[config.mk]
export PLATFORM = sky130hd
export DESIGN_NAME = pc_fifo
export DESIGN_NICKNAME = d
export VERILOG_FILES = /design/src/rtl/core/pc_fifo.sv
export SDC_FILE = /design/constraint.sdc
export NUM_CORES = 1
export LEC_CHECK = 0
export BUFFER_PORTS_ARGS = -buffer_cell sky130_fd_sc_hd__buf_2
export CAP_MARGIN = 15
export CORE_AREA = 4 4 54 56
export DETAILED_ROUTE_END_ITERATION = 7
export DIE_AREA = 0 0 58 60
export PLACE_DENSITY = 0.52
export SYNTH_ARGS = -nofsm -noshare
export SYNTH_HDL_FRONTEND = slang
export SYNTH_SLANG_ARGS = --single-unit
[constraint.sdc]
create_clock -name i_clk -period 1.6 [get_ports i_clk]
set_input_delay 0.32 -clock i_clk [delete_from_list [all_inputs] [get_ports i_clk]]
set_output_delay 0.32 -clock i_clk [all_outputs]
set_load 0.01 [all_outputs]
[src/rtl/core/pc_fifo.sv]
module pc_fifo #(
    parameter int W     = 8,
    parameter int DEPTH = 2
) (
    input  logic         i_clk,
    input  logic         i_rst_n,
    input  logic         i_wr,
    input  logic [W-1:0] i_wdata,
    output logic         o_full,
    input  logic         i_rd,
    output logic         o_empty,
    output logic [W-1:0] o_rdata
);

    localparam int PTR_W = $clog2(DEPTH);
    localparam int CNT_W = $clog2(DEPTH + 1);

    logic [W-1:0]     r_mem [DEPTH];
    logic [PTR_W-1:0] r_wp;
    logic [PTR_W-1:0] r_rp;
    logic [CNT_W-1:0] r_cnt;
    logic [CNT_W-1:0] n_cnt;
    logic             w_wr;
    logic             w_rd;

    assign o_full  = (r_cnt == CNT_W'(DEPTH));
    assign o_empty = (r_cnt == '0);
    assign w_wr    = i_wr && !o_full;
    assign w_rd    = i_rd && !o_empty;
    assign o_rdata = r_mem[r_rp];

    // occupancy
    always_comb begin
        case ({w_wr, w_rd})
            2'b10:   n_cnt = r_cnt + 1'b1;
            2'b01:   n_cnt = r_cnt - 1'b1;
            default: n_cnt = r_cnt;
        endcase
    end

    // pointers
    always_ff @(posedge i_clk) begin
        if (!i_rst_n) begin
            r_wp  <= '0;
            r_rp  <= '0;
            r_cnt <= '0;
        end else begin
            r_cnt <= n_cnt;
            if (w_wr) begin
                r_wp <= (r_wp == PTR_W'(DEPTH - 1)) ? '0 : r_wp + 1'b1;
            end
            if (w_rd) begin
                r_rp <= (r_rp == PTR_W'(DEPTH - 1)) ? '0 : r_rp + 1'b1;
            end
        end
    end

    // storage
    always_ff @(posedge i_clk) begin
        if (w_wr) begin
            r_mem[r_wp] <= i_wdata;
        end
    end

endmodule

After elaboration in Yosys (flattened, before gate mapping) --
Memory sizes are Yosys's and may differ from the RTL's. A register that Yosys moved wholly into a read port is not among the register bits. Cells that the tools add are included.
Word-level totals: flip-flop bits (word level) 4, latch bits 0, bits in writable memories 16, memory bits (read-only) 0, input bits 12, memories kept 1
Memories:
- r_mem | depth 2, width 8, rd ports 1, clocked after memory_dff 1, write ports 1, RTL line 18 | logic [W-1:0] r_mem [DEPTH];
Operators by class: add/subtract/negate cells 4, multiply operators 0, divide/modulo/power cells 0, magnitude comparators 0, equal/unequal tests 3, shifts and indexed selects 0, multiplexer cells 7, bitwise logic cells 0, reductions and logical operators 6
Operators with widths (number):
- 1-bit two-way mux | 6
- 2-bit equality test (second input constant) | 2
- 2-bit one-hot mux with 2 select lines | 1
- 1-bit adder (second input constant) | 2
- 2-bit by 1-bit adder with 2-bit output (second input constant) | 1
- 2-bit by 1-bit equality test with 1-bit output (second input constant) | 1
- 1-bit logical AND | 2
- 1-bit zero test | 2
- 2-bit zero test | 1
- 2-bit nonzero test | 1
- 2-bit by 1-bit subtractor with 2-bit output (second input constant) | 1

Longest topological paths before layout --
word-level depth 5, gate-level depth with buffers 6

Worst setup path after synthesis --
No wires, ideal clock.
path kind register to register, from reg r_cnt[0], to reg r_cnt[1], arrival 1.363 ns, data required time 1.530 ns, path slack 0.167 ns, cell stages (with the launch flop) 6, path buffers 0, period minus slack after synthesis 1.433 ns, cell sequence dfxtp_1 nand2b_2 nand2_1 ha_1 or3_1 a21boi_1
On the way: word-level cells in the longest chain between the ends 5, elaborated cells on any way between the ends 12, classes of those cells add/sub (2); eq/ne (3); mux (1); reduce/logical (6)
Ends and longest elaborated chain:
- from (decl) | RTL line 21 | logic [CNT_W-1:0] r_cnt;
- from (signal assigned) | RTL line 48 | r_cnt <= n_cnt;
- 2-bit equality test / 2-bit zero test (equally long branches) | RTL line 26, 27
- 1-bit zero test, on equally long branches | RTL line 28, 29
- 1-bit logical AND, on equally long branches | RTL line 28, 29
- 2-bit by 1-bit equality test with 1-bit output / 2-bit equality test (equally long branches) | RTL line 34 | case ({w_wr, w_rd})
- 2-bit one-hot mux with 2 select lines / 2-bit nonzero test (equally long branches)
Parallel ways exist; a longest one is shown, timed or not. A chain may end at the register's enable or synchronous reset.

==> flow_summary.json <==
{
  "crit_type": "flip-flop to output pin",
  "power_per_cell_area_nw_per_um2": 1530,
  "syn_nets": 64,
  "use_met3": 0.0259,
  "biggest_area_consumer_among_synthesized_cells": "sky130_fd_sc_hd__edfxtp_1",
  "antenna_left": 0,
  "finalSetupViolations": 0,
  "cts_made_buffers": 3,
  "reg2reg_from": "r_cnt[0]",
  "global_route.usage.met1": 0.108,
  "final_util": 0.414,
  "floorplan.die_area_sq_um": 3480,
  "ys_seq_area_frac": 0.716,
  "num_vias": 467,
  "antenna_violations_before_repair": 0,
  "cts_htree_levels": 1,
  "die_w_um": 58,
  "global_route.usage.met2": 0.139,
  "post-cts-setup-buffers": 0,
  "final-max-slew-violation-count": 0,
  "fmax_mhz": 660,
  "wire_per_inst_um": 12.0,
  "area_growth_synth_to_finish_pct": 24.2,
  "cts_tree": "yes",
  "core_region_area_sq_um": 2430,
  "netlist_area_sq_um": 811,
  "status": "finished, final reports clean",
  "final.period_utilization": 0.947,
  "cellLeakagePower_nw": 0.393,
  "startpoint_type": "flip-flop",
  "timing.final.hold_violations": 0,
  "drt-initial-drc-count": 3,
  "multi_input_area_sq_um": 228,
  "synth.avg_cell_area_sq_um": 15.9,
  "cts_buffer_depth": 2,
  "drt-total-wl_um": 1290,
  "first_global_vias": 501,
  "die_height_um": 60,
  "grt_remaining_overflow": 0,
  "post_synth_num_cell_types": 18,
  "cp_data_arrival_time_ns": 1.19,
  "finalNetCount": 91,
  "global_route.peak_usage_layer": "met2",
  "leading_cell_type_in_the_layout_fill_and_taps_excluded": "sky130_fd_sc_hd__buf_2",
  "place_congestion": 0.704,
  "top_library_cells_by_usage_in_the_layout_fill_and_taps_aside": "sky130_fd_sc_hd__buf_2, sky130_fd_sc_hd__edfxtp_1, sky130_fd_sc_hd__mux2_2",
  "total_half_perimeter_wirelength_after_legalization_and_detailed_placement_um": 944,
  "maxCapViolations": 0,
  "worst-path-max-fanout": 8,
  "grt_start_max_net_pins": 12,
  "skew_ns": 0.000806,
  "rsz0062_at_grt": "no",
  "drive_gt1_frac": 0.494,
  "worst_setup_path_endpoint": "o_rdata[5]",
  "instances_no_fill": 107,
  "hold_path_class": "input port to flip-flop",
  "power.ir.vdd_worst_mv": 0.842,
  "fin_total_pwr_mw": 1.54,
  "regToRegEndpoint": "r_cnt[1]",
  "dp_cell_count": 103,
  "end_kind": "output pin",
  "wire_length_of_the_first_global_routing_pass_um": 2210,
  "fill_cells": 242,
  "reg2reg_slack_ns": 0.13,
  "seqCellArea_sq_um": 584,
  "pin_count": 22,
  "min_cycle_time_layout_ns": 1.51,
  "root_buffer": "sky130_fd_sc_hd__clkbuf_4",
  "syn_inst": 51,
  "slew-limit-headroom": 0.778,
  "fin_tns_setup_ns": 0,
  "ys.warnings.count": 0,
  "worst-r2r-cell-count": 6,
  "overall_track_demand_over_capacity_in_global_routing": 0.0867,
  "numPortBuffers": 21,
  "antenna_cells_inserted": 0,
  "synth_area_leaders": "sky130_fd_sc_hd__edfxtp_1, sky130_fd_sc_hd__dfxtp_1, sky130_fd_sc_hd__mux2_2, sky130_fd_sc_hd__xnor2_1, sky130_fd_sc_hd__a21boi_1",
  "tightestPinTransition_ns": 0.333,
  "cts.sink_count": 21,
  "route.detailed.drc": 0,
  "cp_data_required_time_ns": 1.28,
  "synth_largest_type_area_fraction": 0.593,
  "clock_latency_on_the_worst_skew_pair_ns": 0.28,
  "drt-pass1-iter-count": 4,
  "start_util": 0.333,
  "fp-row-count": 18,
  "postSynthRegisterBits": 21,
  "ctsHoldBuffers": 0,
  "path_clk_slew_ns": 0.10,
  "post_drt_via_cell_ratio": 4.36
}
==> flip-flops by register name (all words and copies together) (netlist names), named ones only <==
signal,cells
r_cnt,2
r_mem,16
r_rp,1
r_wp,1
==> synth_stat cells <==
master and instances:
sky130_fd_sc_hd__edfxtp_1 16, sky130_fd_sc_hd__mux2_2 8, sky130_fd_sc_hd__dfxtp_1 5, sky130_fd_sc_hd__xnor2_1 3, sky130_fd_sc_hd__a21boi_1 2, sky130_fd_sc_hd__inv_1 2, sky130_fd_sc_hd__nor2b_1 2, sky130_fd_sc_hd__o21ai_0 2
sky130_fd_sc_hd__or3_1 2, sky130_fd_sc_hd__and2_1 1, sky130_fd_sc_hd__and3_1 1, sky130_fd_sc_hd__clkbuf_1 1, sky130_fd_sc_hd__ha_1 1, sky130_fd_sc_hd__inv_2 1, sky130_fd_sc_hd__nand2_1 1, sky130_fd_sc_hd__nand2b_2 1
sky130_fd_sc_hd__nor2_1 1, sky130_fd_sc_hd__o21a_1 1
==> worst min path at each step <==
stage	from	endpoint	slack, ns	depth (start not counted)
6_report	i_wdata[6]	r_mem[0][6]	0.22	1
5_1_grt	i_wdata[1]	r_mem[0][1]	0.19	1
4_1_cts	i_wdata[6]	r_mem[0][6]	0.21	1
3_5_place_dp	r_wp	r_wp	0.49	2
3_3_place_gp	r_wp	r_wp	0.47	2
2_1_floorplan	i_wdata[0]	r_mem[0][0]	0.42	0
==> layout make-up <==
class,instances,share of cell area
Multi-Input combinational cell,26,0.226
Clock buffer,4,0.0261
Timing Repair Buffer,23,0.119
Sequential cell,21,0.580
Inverter,3,0.0112
Tap cell,30,0.0373
==> timing repair <==
action / 4_1_cts / 5_1_grt
setup endpoints to repair: 8 / 9
endpoints found under the hold margin: 0 / 0
resized for setup: 1 / 2
==> worst max-delay path, stage by stage, from the launching register on <==
cell and delay (ns):
sky130_fd_sc_hd__dfxtp_4 0.42, sky130_fd_sc_hd__mux2_2 0.35, sky130_fd_sc_hd__buf_2 0.14
==> per-layer routing <==
metal,up-vias,wire [um],part of all wire
met5,-,0,0
met1,216,558,0.43
met3,2,101,0.079
li1,235,-,-
met4,0,13,0.010
met2,14,611,0.48
==> report_power, final <==
| group | leakage [nW] | total [mW] | internal [mW] | switching, mW |
|---|---|---|---|---|
| Sequential | 0.192 | 0.773 | 0.708 | 0.0654 |
| Combinational | 0.186 | 0.534 | 0.288 | 0.246 |
| Clock | 0.0150 | 0.237 | 0.0967 | 0.141 |
==> logic make-up (layout without fill, tap and decap cells) <==
group / after synthesis / in the layout / share of synthesized area
buf+inv: 4 / 30 / 0.0185
simple gates: 9 / 9 / 0.0664
mux: 8 / 8 / 0.111
flops: 21 / 21 / 0.716
fa+ha+maj: 1 / 1 / 0.0154
xor+xnor: 3 / 3 / 0.0324
compound gates: 5 / 5 / 0.0401
==> per-stage QoR <==
step | area, sq um | setup slack [ns] | hold slack [ns]
final | 1010 | 0.0855 | 0.216
after global routing | 1010 | 0.0174 | 0.191
after CTS | 992 | 0.00695 | 0.209
after detailed placement | 965 | 0.0759 | 0.488
after global placement | 965 | 0.134 | 0.471
after floorplan | 811 | 0.167 | 0.419
Note: power is estimated with default switching activity, not from simulation.
