`src/rtl/core/pc_pkg.sv`:
```
package pc_pkg;

    // Sample and product widths
    localparam int X_W    = 16;
    localparam int P_W    = 2 * X_W;

    // Result format: signed Q2.30
    localparam int CORR_W = 32;
    localparam int FRAC_W = 30;
    // Bits of the quotient search, one guard bit below the rounding point
    localparam int QS_W   = FRAC_W + 2;

    // Slice width of the shared multiplier
    localparam int CH_W   = 16;

    // Queue depths and default vector length limit
    localparam int ITEM_DEPTH  = 2;
    localparam int RES_DEPTH   = 2;
    localparam int MAX_LEN_DEF = 32;

    // One queued pair with its products
    typedef struct packed {
        logic [X_W-1:0] x;
        logic [X_W-1:0] y;
        logic [P_W-1:0] xx;
        logic [P_W-1:0] yy;
        logic [P_W-1:0] xy;
        logic           last;
    } t_item;

    // One finished result
    typedef struct packed {
        logic signed [CORR_W-1:0] correlation;
        logic                     degenerate;
    } t_result;

endpackage

```
`src/rtl/core/pc_fifo.sv`:
```
module pc_fifo #(
    parameter int W     = 8,
    parameter int DEPTH = 2
) (
    input  logic         i_clk,
    input  logic         i_rst_n,
    input  logic         i_wr,
    input  logic [W-1:0] i_wdata,
    output logic         o_full,
    input  logic         i_rd,
    output logic         o_empty,
    output logic [W-1:0] o_rdata
);

    localparam int PTR_W = $clog2(DEPTH);
    localparam int CNT_W = $clog2(DEPTH + 1);

    logic [W-1:0]     r_mem [DEPTH];
    logic [PTR_W-1:0] r_wp;
    logic [PTR_W-1:0] r_rp;
    logic [CNT_W-1:0] r_cnt;
    logic [CNT_W-1:0] n_cnt;
    logic             w_wr;
    logic             w_rd;

    assign o_full  = (r_cnt == CNT_W'(DEPTH));
    assign o_empty = (r_cnt == '0);
    assign w_wr    = i_wr && !o_full;
    assign w_rd    = i_rd && !o_empty;
    assign o_rdata = r_mem[r_rp];

    // occupancy
    always_comb begin
        case ({w_wr, w_rd})
            2'b10:   n_cnt = r_cnt + 1'b1;
            2'b01:   n_cnt = r_cnt - 1'b1;
            default: n_cnt = r_cnt;
        endcase
    end

    // pointers
    always_ff @(posedge i_clk) begin
        if (!i_rst_n) begin
            r_wp  <= '0;
            r_rp  <= '0;
            r_cnt <= '0;
        end else begin
            r_cnt <= n_cnt;
            if (w_wr) begin
                r_wp <= (r_wp == PTR_W'(DEPTH - 1)) ? '0 : r_wp + 1'b1;
            end
            if (w_rd) begin
                r_rp <= (r_rp == PTR_W'(DEPTH - 1)) ? '0 : r_rp + 1'b1;
            end
        end
    end

    // storage
    always_ff @(posedge i_clk) begin
        if (w_wr) begin
            r_mem[r_wp] <= i_wdata;
        end
    end

endmodule

```
`src/rtl/core/pc_front.sv`:
```
module pc_front (
    input  logic                    i_clk,
    input  logic                    i_rst_n,
    input  logic                    i_push,
    output logic                    o_full,
    input  logic [pc_pkg::X_W-1:0]  i_sample_x,
    input  logic [pc_pkg::X_W-1:0]  i_sample_y,
    input  logic                    i_last,
    input  logic                    i_pop,
    output logic                    o_empty,
    output pc_pkg::t_item           o_item
);

    pc_pkg::t_item w_wr_item;
    pc_pkg::t_item w_rd_item;

    // Products formed on the way in, so the back end only adds
    always_comb begin
        w_wr_item.x    = i_sample_x;
        w_wr_item.y    = i_sample_y;
        w_wr_item.xx   = i_sample_x * i_sample_x;
        w_wr_item.yy   = i_sample_y * i_sample_y;
        w_wr_item.xy   = i_sample_x * i_sample_y;
        w_wr_item.last = i_last;
    end

    // Pair queue between accept side and accumulator
    pc_fifo #(
        .W     ($bits(pc_pkg::t_item)),
        .DEPTH (pc_pkg::ITEM_DEPTH)
    ) u_item_q (
        .i_clk   (i_clk),
        .i_rst_n (i_rst_n),
        .i_wr    (i_push),
        .i_wdata (w_wr_item),
        .o_full  (o_full),
        .i_rd    (i_pop),
        .o_empty (o_empty),
        .o_rdata (w_rd_item)
    );

    assign o_item = w_rd_item;

endmodule

```
`config.mk`:
```
export PLATFORM = sky130hd
export DESIGN_NAME = pc_front
export DESIGN_NICKNAME = d
export VERILOG_FILES = /design/src/rtl/core/pc_pkg.sv /design/src/rtl/core/pc_fifo.sv /design/src/rtl/core/pc_front.sv
export SDC_FILE = /design/constraint.sdc
export NUM_CORES = 2
export LEC_CHECK = 0
export ABC_AREA = 1
export BUFFER_PORTS_ARGS = -buffer_cell sky130_fd_sc_hd__buf_2
export CAP_MARGIN = 10
export CORE_ASPECT_RATIO = 0.75
export CORE_MARGIN = 2
export CORE_UTILIZATION = 47
export CTS_BUF_LIST = sky130_fd_sc_hd__clkbuf_4 sky130_fd_sc_hd__clkbuf_8
export CTS_CLUSTER_DIAMETER = 150
export DETAILED_ROUTE_END_ITERATION = 6
export MAX_ROUTING_LAYER = met4
export PLACE_DENSITY = 0.75
export SLEW_MARGIN = 40
export SYNTH_ARGS = -nofsm -noshare
export SYNTH_HDL_FRONTEND = slang
export SYNTH_SLANG_ARGS = --single-unit
```
`constraint.sdc`:
```
create_clock -name i_clk -period 8 [get_ports i_clk]
set_input_delay 0.4 -clock i_clk [delete_from_list [all_inputs] [get_ports i_clk]]
set_output_delay 0.4 -clock i_clk [all_outputs]
set_load 0.05 [all_outputs]
```
# --- Word level (Yosys, flattened, before mapping) ---
# Memories as Yosys holds them, arrays and structs flattened. A register that Yosys moved wholly into a read port is not among the register bits.
# Cells that the tools add are included.
# W data, S select, Z words.
op_classes:
  addsub: 4
  mul: 3
  div_mod_pow: 0
  n_lt_le_gt_ge: 0
  eq_ne: 3
  n_shift: 0
  mux: 7
  bitwise: 0
  n_reduce_logical: 6
op_table:
  columns: ["operator", "n"]
  rows:
  - ["$mul A16 B16 Y32", 3]
  - ["$mux W1", 6]
  - ["$eq A2 B2 Y1 const B", 2]
  - ["$pmux W2 S2", 1]
  - ["$add A1 B1 Y1 const B", 2]
  - ["$add A2 B1 Y2 const B", 1]
  - ["$eq A2 B1 Y1 const B", 1]
  - ["$logic_and A1 B1 Y1", 2]
  - ["$logic_not A1 Y1", 2]
  - ["$logic_not A2 Y1", 1]
  - ["$reduce_bool A2 Y1", 1]
  - ["$sub A2 B1 Y2 const B", 1]
totals:
  reg_bits: 4
  latch_bits: 0
  mem_bits_rw: 258
  mem_bits_ro: 0
  input_bits: 37
  output_inout_bits: 131
  elab_cells: 27
  mem_count: 1
mem_list:
  columns: ["memory", "depth", "width", "rd", "rd_clocked_by_memory_dff", "wr", "line", "text"]
  rows:
  - ["u_item_q.r_mem", 2, 129, 1, 1, 1, "pc_fifo.sv:18", "logic [W-1:0] r_mem [DEPTH];"]

# --- Logic depth before layout (Yosys ltp) ---
depth:
  ltp_word: 5
  depth_mapped: 27

# --- Cells and area by module ---
# From an unflattened synthesis, not the netlist that was laid out.
unflattened:
  cells_unflattened: 4080
  area_unflattened_um2: 35205.0
by_module_without_submodules:
  columns: ["module", "instances", "cells_each", "area_per_inst_um2", "seq_area_each_um2"]
  rows:
  - ["pc_front", 1, 3639, 25607.1, 0.0]
  - ["pc_fifo", 1, 441, 9598.0, 7847.5]

# --- Worst setup path after synthesis ---
# OpenSTA, ideal clock, no wires.
synth_timing:
  path_type: "register to register"
  from: "reg u_item_q.r_cnt[0]"
  to: "mem u_item_q.r_mem[0][0] in the netlist's numbering (enable)"
  t_arrival_ps: 5814
  required_time_ps: 7389
  slack_ps: 1574
  stages_incl_launch_ff: 3
  n_path_buf: 0
  cell_sequence: "dfxtp_1 o21ai_0 nor2_1"
synth_via:
  elab_chain_len: 5
synth_rtl:
  columns: ["element", "line", "text"]
  rows:
  - ["start: declaration", "pc_fifo.sv:21", "logic [CNT_W-1:0] r_cnt;"]
  - ["start signal: assignment", "pc_fifo.sv:48", "r_cnt <= n_cnt;"]
  - ["$eq A2 B2 Y1", "pc_fifo.sv:26", "assign o_full = (r_cnt == CNT_W'(DEPTH));"]
  - ["$logic_not A1 Y1", "pc_fifo.sv:28", "assign w_wr = i_wr && !o_full;"]
  - ["$logic_and A1 B1 Y1", "pc_fifo.sv:28", null]
  - ["$mux W1", "pc_fifo.sv:60", "if (w_wr) begin"]
  - ["$mux W1 (not written as such)", "pc_fifo.sv:61", "r_mem[r_wp] <= i_wdata;"]
  - ["end: declaration", "pc_fifo.sv:18", null]
# Every way passes these cells.

# --- Final worst setup path ---
layout_timing:
  from: "in i_sample_x[6] in the netlist's numbering"
  to: "mem u_item_q.r_mem[0][92] in the netlist's numbering, data pin"
layout_via:
  elab_chain_len: 1
layout_rtl:
  columns: ["element", "line", "text"]
  rows:
  - ["start: declaration", "pc_front.sv:6", "input logic [pc_pkg::X_W-1:0] i_sample_x,"]
  - ["$mul A16 B16 Y32", "pc_front.sv:21", "w_wr_item.xx = i_sample_x * i_sample_x;"]
  - ["named net u_item_q.i_wdata[92]", "pc_fifo.sv:8", "input logic [W-1:0] i_wdata,"]
# The timed path passes the listed nets, and every way through them passes these cells.

==> metrics.yaml <==
status: "finished clean"
crit_fanout: 34
drt_iter0_drc: 1623
final_common_cell: "inv_1"
syn_inst: 4031
slew_headroom: 0.412
row_count: 86
ys_top_cells_by_area: "fa_1 30%, edfxtp_1 22%, inv_1 13%"
fin_cells: 5136
post-place-ws_ns: 1.90
drt_pre_antenna_iters: 6
vias: 24800
crit_type: "input pin to register"
grt-ovfl-total: 0
cap_violations: 0
drc_errors: 0
dieArea_um2: 76200
final_cell_mix: "1187 x inv_1, 1098 x nand2_1, 520 x fa_1"
clk_pin_slew_ns: 0.06
grt_pass1_wl_mm: 129
cts_resized: 0
die_w_um: 318
final_max_slew_viol_count: 0
crit_required_ns: 8.38
dpl.cell_count: 5057
endpoint_kind: "register"
crit_path_frequent_cell: "fa_1"
yosys.area.top_type: "fa_1"
grt_max_degree: 50
die_height_um: 239
crit_arrival_ns: 5.90
fill_cells: 6773
start_kind: "input pin"
tritoncts: "yes"
drive_gt1_frac: 0.107
cts_sinks: 255
synth_warnings: 0
rsz0062_at_grt: "no"
max_freq_ghz: 0.181
yosysUniqueCellTypes: 35
grt.total_usage: 0.216
crit_buf_inv: 4
cp_top_family: "adder cells"
finClkSkew_ns: 0.0295
yosysTopAreaCellShare: 0.300
hp-class: "input pin to register"
final_nets: 4992
slowest_stage: "buf_2"
start_util: 0.474
grt_pass1_vias: 25800
antenna_found_initial: 3
core_um2: 73300
ys_seq_elements: 255
htree_num_levels: 2
setup_viol: 0
post_drt_wl_per_cell_um: 14.9
syn_avg_cell_area_um2: 8.62
hold_viol_final: 0
hold_slack_ns: 0.117
place_congestion: 0.919
wl_mm: 76.7
tightest_slew_ns: 0.882
crit_chain: "buf_2, nand2_1, fa_1, inv_1, fa_1, fa_1, fa_1, fa_1, inv_1, fa_1, inv_1, ha_1, nand2_1, nor2_2, nand2_1, nor2_1, nand2_1, nand4_1, nand2_1"
drtAntennaViolNets: 0
cts_buffer_depth: 3
clock_latency_ns: 0.64
cts_root_buf: "clkbuf_8"
seq_area_frac_synth: 0.219
dp_hpwl_mm: 59.9
netlist_area_um2: 34800
cpPeakStageDelay_ns: 0.64
cts_buffers: 43
io_buffers: 165
vias_per_cell: 4.83
area_delta_synth_final_pct: 7.52
fin_crit_sh: 0.690
ios: 168
worst_slack_ns: 2.48
final.setup.tns_ns: 0
fin_crit_ns: 5.52
## final cells by class
| type | instances | area [um^2] | area share |
|---|---|---|---|
| diodes | 2 | 5.00 | 0.000134 |
| clock buffers | 53 | 673 | 0.0180 |
| clock inverters | 22 | 209 | 0.00559 |
| inverters | 1191 | 4470 | 0.120 |
| multi-input cells | 2463 | 22200 | 0.593 |
| flip-flops and latches | 255 | 7610 | 0.204 |
| well taps | 968 | 1210 | 0.0324 |
| repair buffers | 182 | 1020 | 0.0274 |
## sequential cells by signal (all words and copies together), names as in the netlist, named ones only
signal and flops:
u_item_q.r_cnt 2, u_item_q.r_mem 250, u_item_q.r_rp 1, u_item_q.r_wp 1
## metrics by stage
step,cell area [um^2],utilization
after floorplan,34800,-
after global placement,36400,0.496
after detailed placement,36400,0.497
after CTS,37300,0.510
after global routing,37400,0.510
final,37400,0.510
## cell families after synthesis
group / Yosys count / synth area share
AND/OR/NAND/NOR: 1375 / 0.161
adder cells (fa/ha/maj): 819 / 0.407
other: 1 / 0.000108
XOR/XNOR: 65 / 0.0164
AO/OA/AOI/OAI: 77 / 0.0119
buffers and inverters: 1314 / 0.144
flip-flops: 255 / 0.219
multiplexers: 125 / 0.0405
## metal layers
layer / vias up / routed length (um) / global-route usage
li1: 12000 / - / -
met1: 12000 / 34700 / 0.289
met2: 746 / 35300 / 0.347
met3: 115 / 5440 / 0.0364
met4: 0 / 1320 / 0.0482
met5: - / 0 / -
## synth_stat cells
| cell type | n |
|---|---|
| inv_1 | 1187 |
| nand2_1 | 1098 |
| fa_1 | 520 |
| ha_1 | 299 |
| edfxtp_1 | 250 |
| mux2_2 | 125 |
| nor2_1 | 106 |
| clkbuf_1 | 100 |
| nand3_1 | 87 |
| a21oi_1 | 58 |
| xor2_1 | 57 |
| nand2_2 | 23 |
| nand3_2 | 19 |
| nor2_2 | 15 |
| nand4_1 | 12 |
| buf_2 | 9 |
| o21ai_0 | 8 |
| xnor2_1 | 8 |
| nor2_4 | 7 |
| o21bai_1 | 6 |
| buf_4 | 5 |
| buf_6 | 5 |
| dfxtp_1 | 5 |
| buf_1 | 4 |
| inv_2 | 4 |
| a21o_1 | 3 |
| nor3_1 | 3 |
| a31o_2 | 1 |
| a31oi_1 | 1 |
| and3_1 | 1 |
| conb_1 | 1 |
| nand3b_1 | 1 |
| nand3b_4 | 1 |
| nor3_2 | 1 |
| or2_2 | 1 |
## worst reg2reg max path, cell delays in order, from the launching register on
cell	delay, ns
dfxtp_1	0.41
o21ai_0	0.12
buf_4	0.17
nor2_4	0.09
buf_4	0.50
buf_6	0.54
## timing repair
action	CTS	global route
hold buffers	2	0
setup buffers	0	0
hold endpoints to repair	5	0
## final timing paths
check / start / endpoint / slack (ns) / cells past startpoint
hold reg to reg: u_item_q.r_rp / register / 0.43 / 1
setup / recovery: i_sample_x[6] / u_item_q.r_mem[0][92] / 2.48 / 19
hold / removal: i_sample_x[10] / u_item_q.r_mem[1][123] / 0.12 / 1
setup reg to reg: u_item_q.r_cnt[0] / u_item_q.r_mem[0][30] / 5.70 / 5
Power is not shown: default switching activity piles up to over one toggle a cycle in this logic, so the estimate is an artifact.
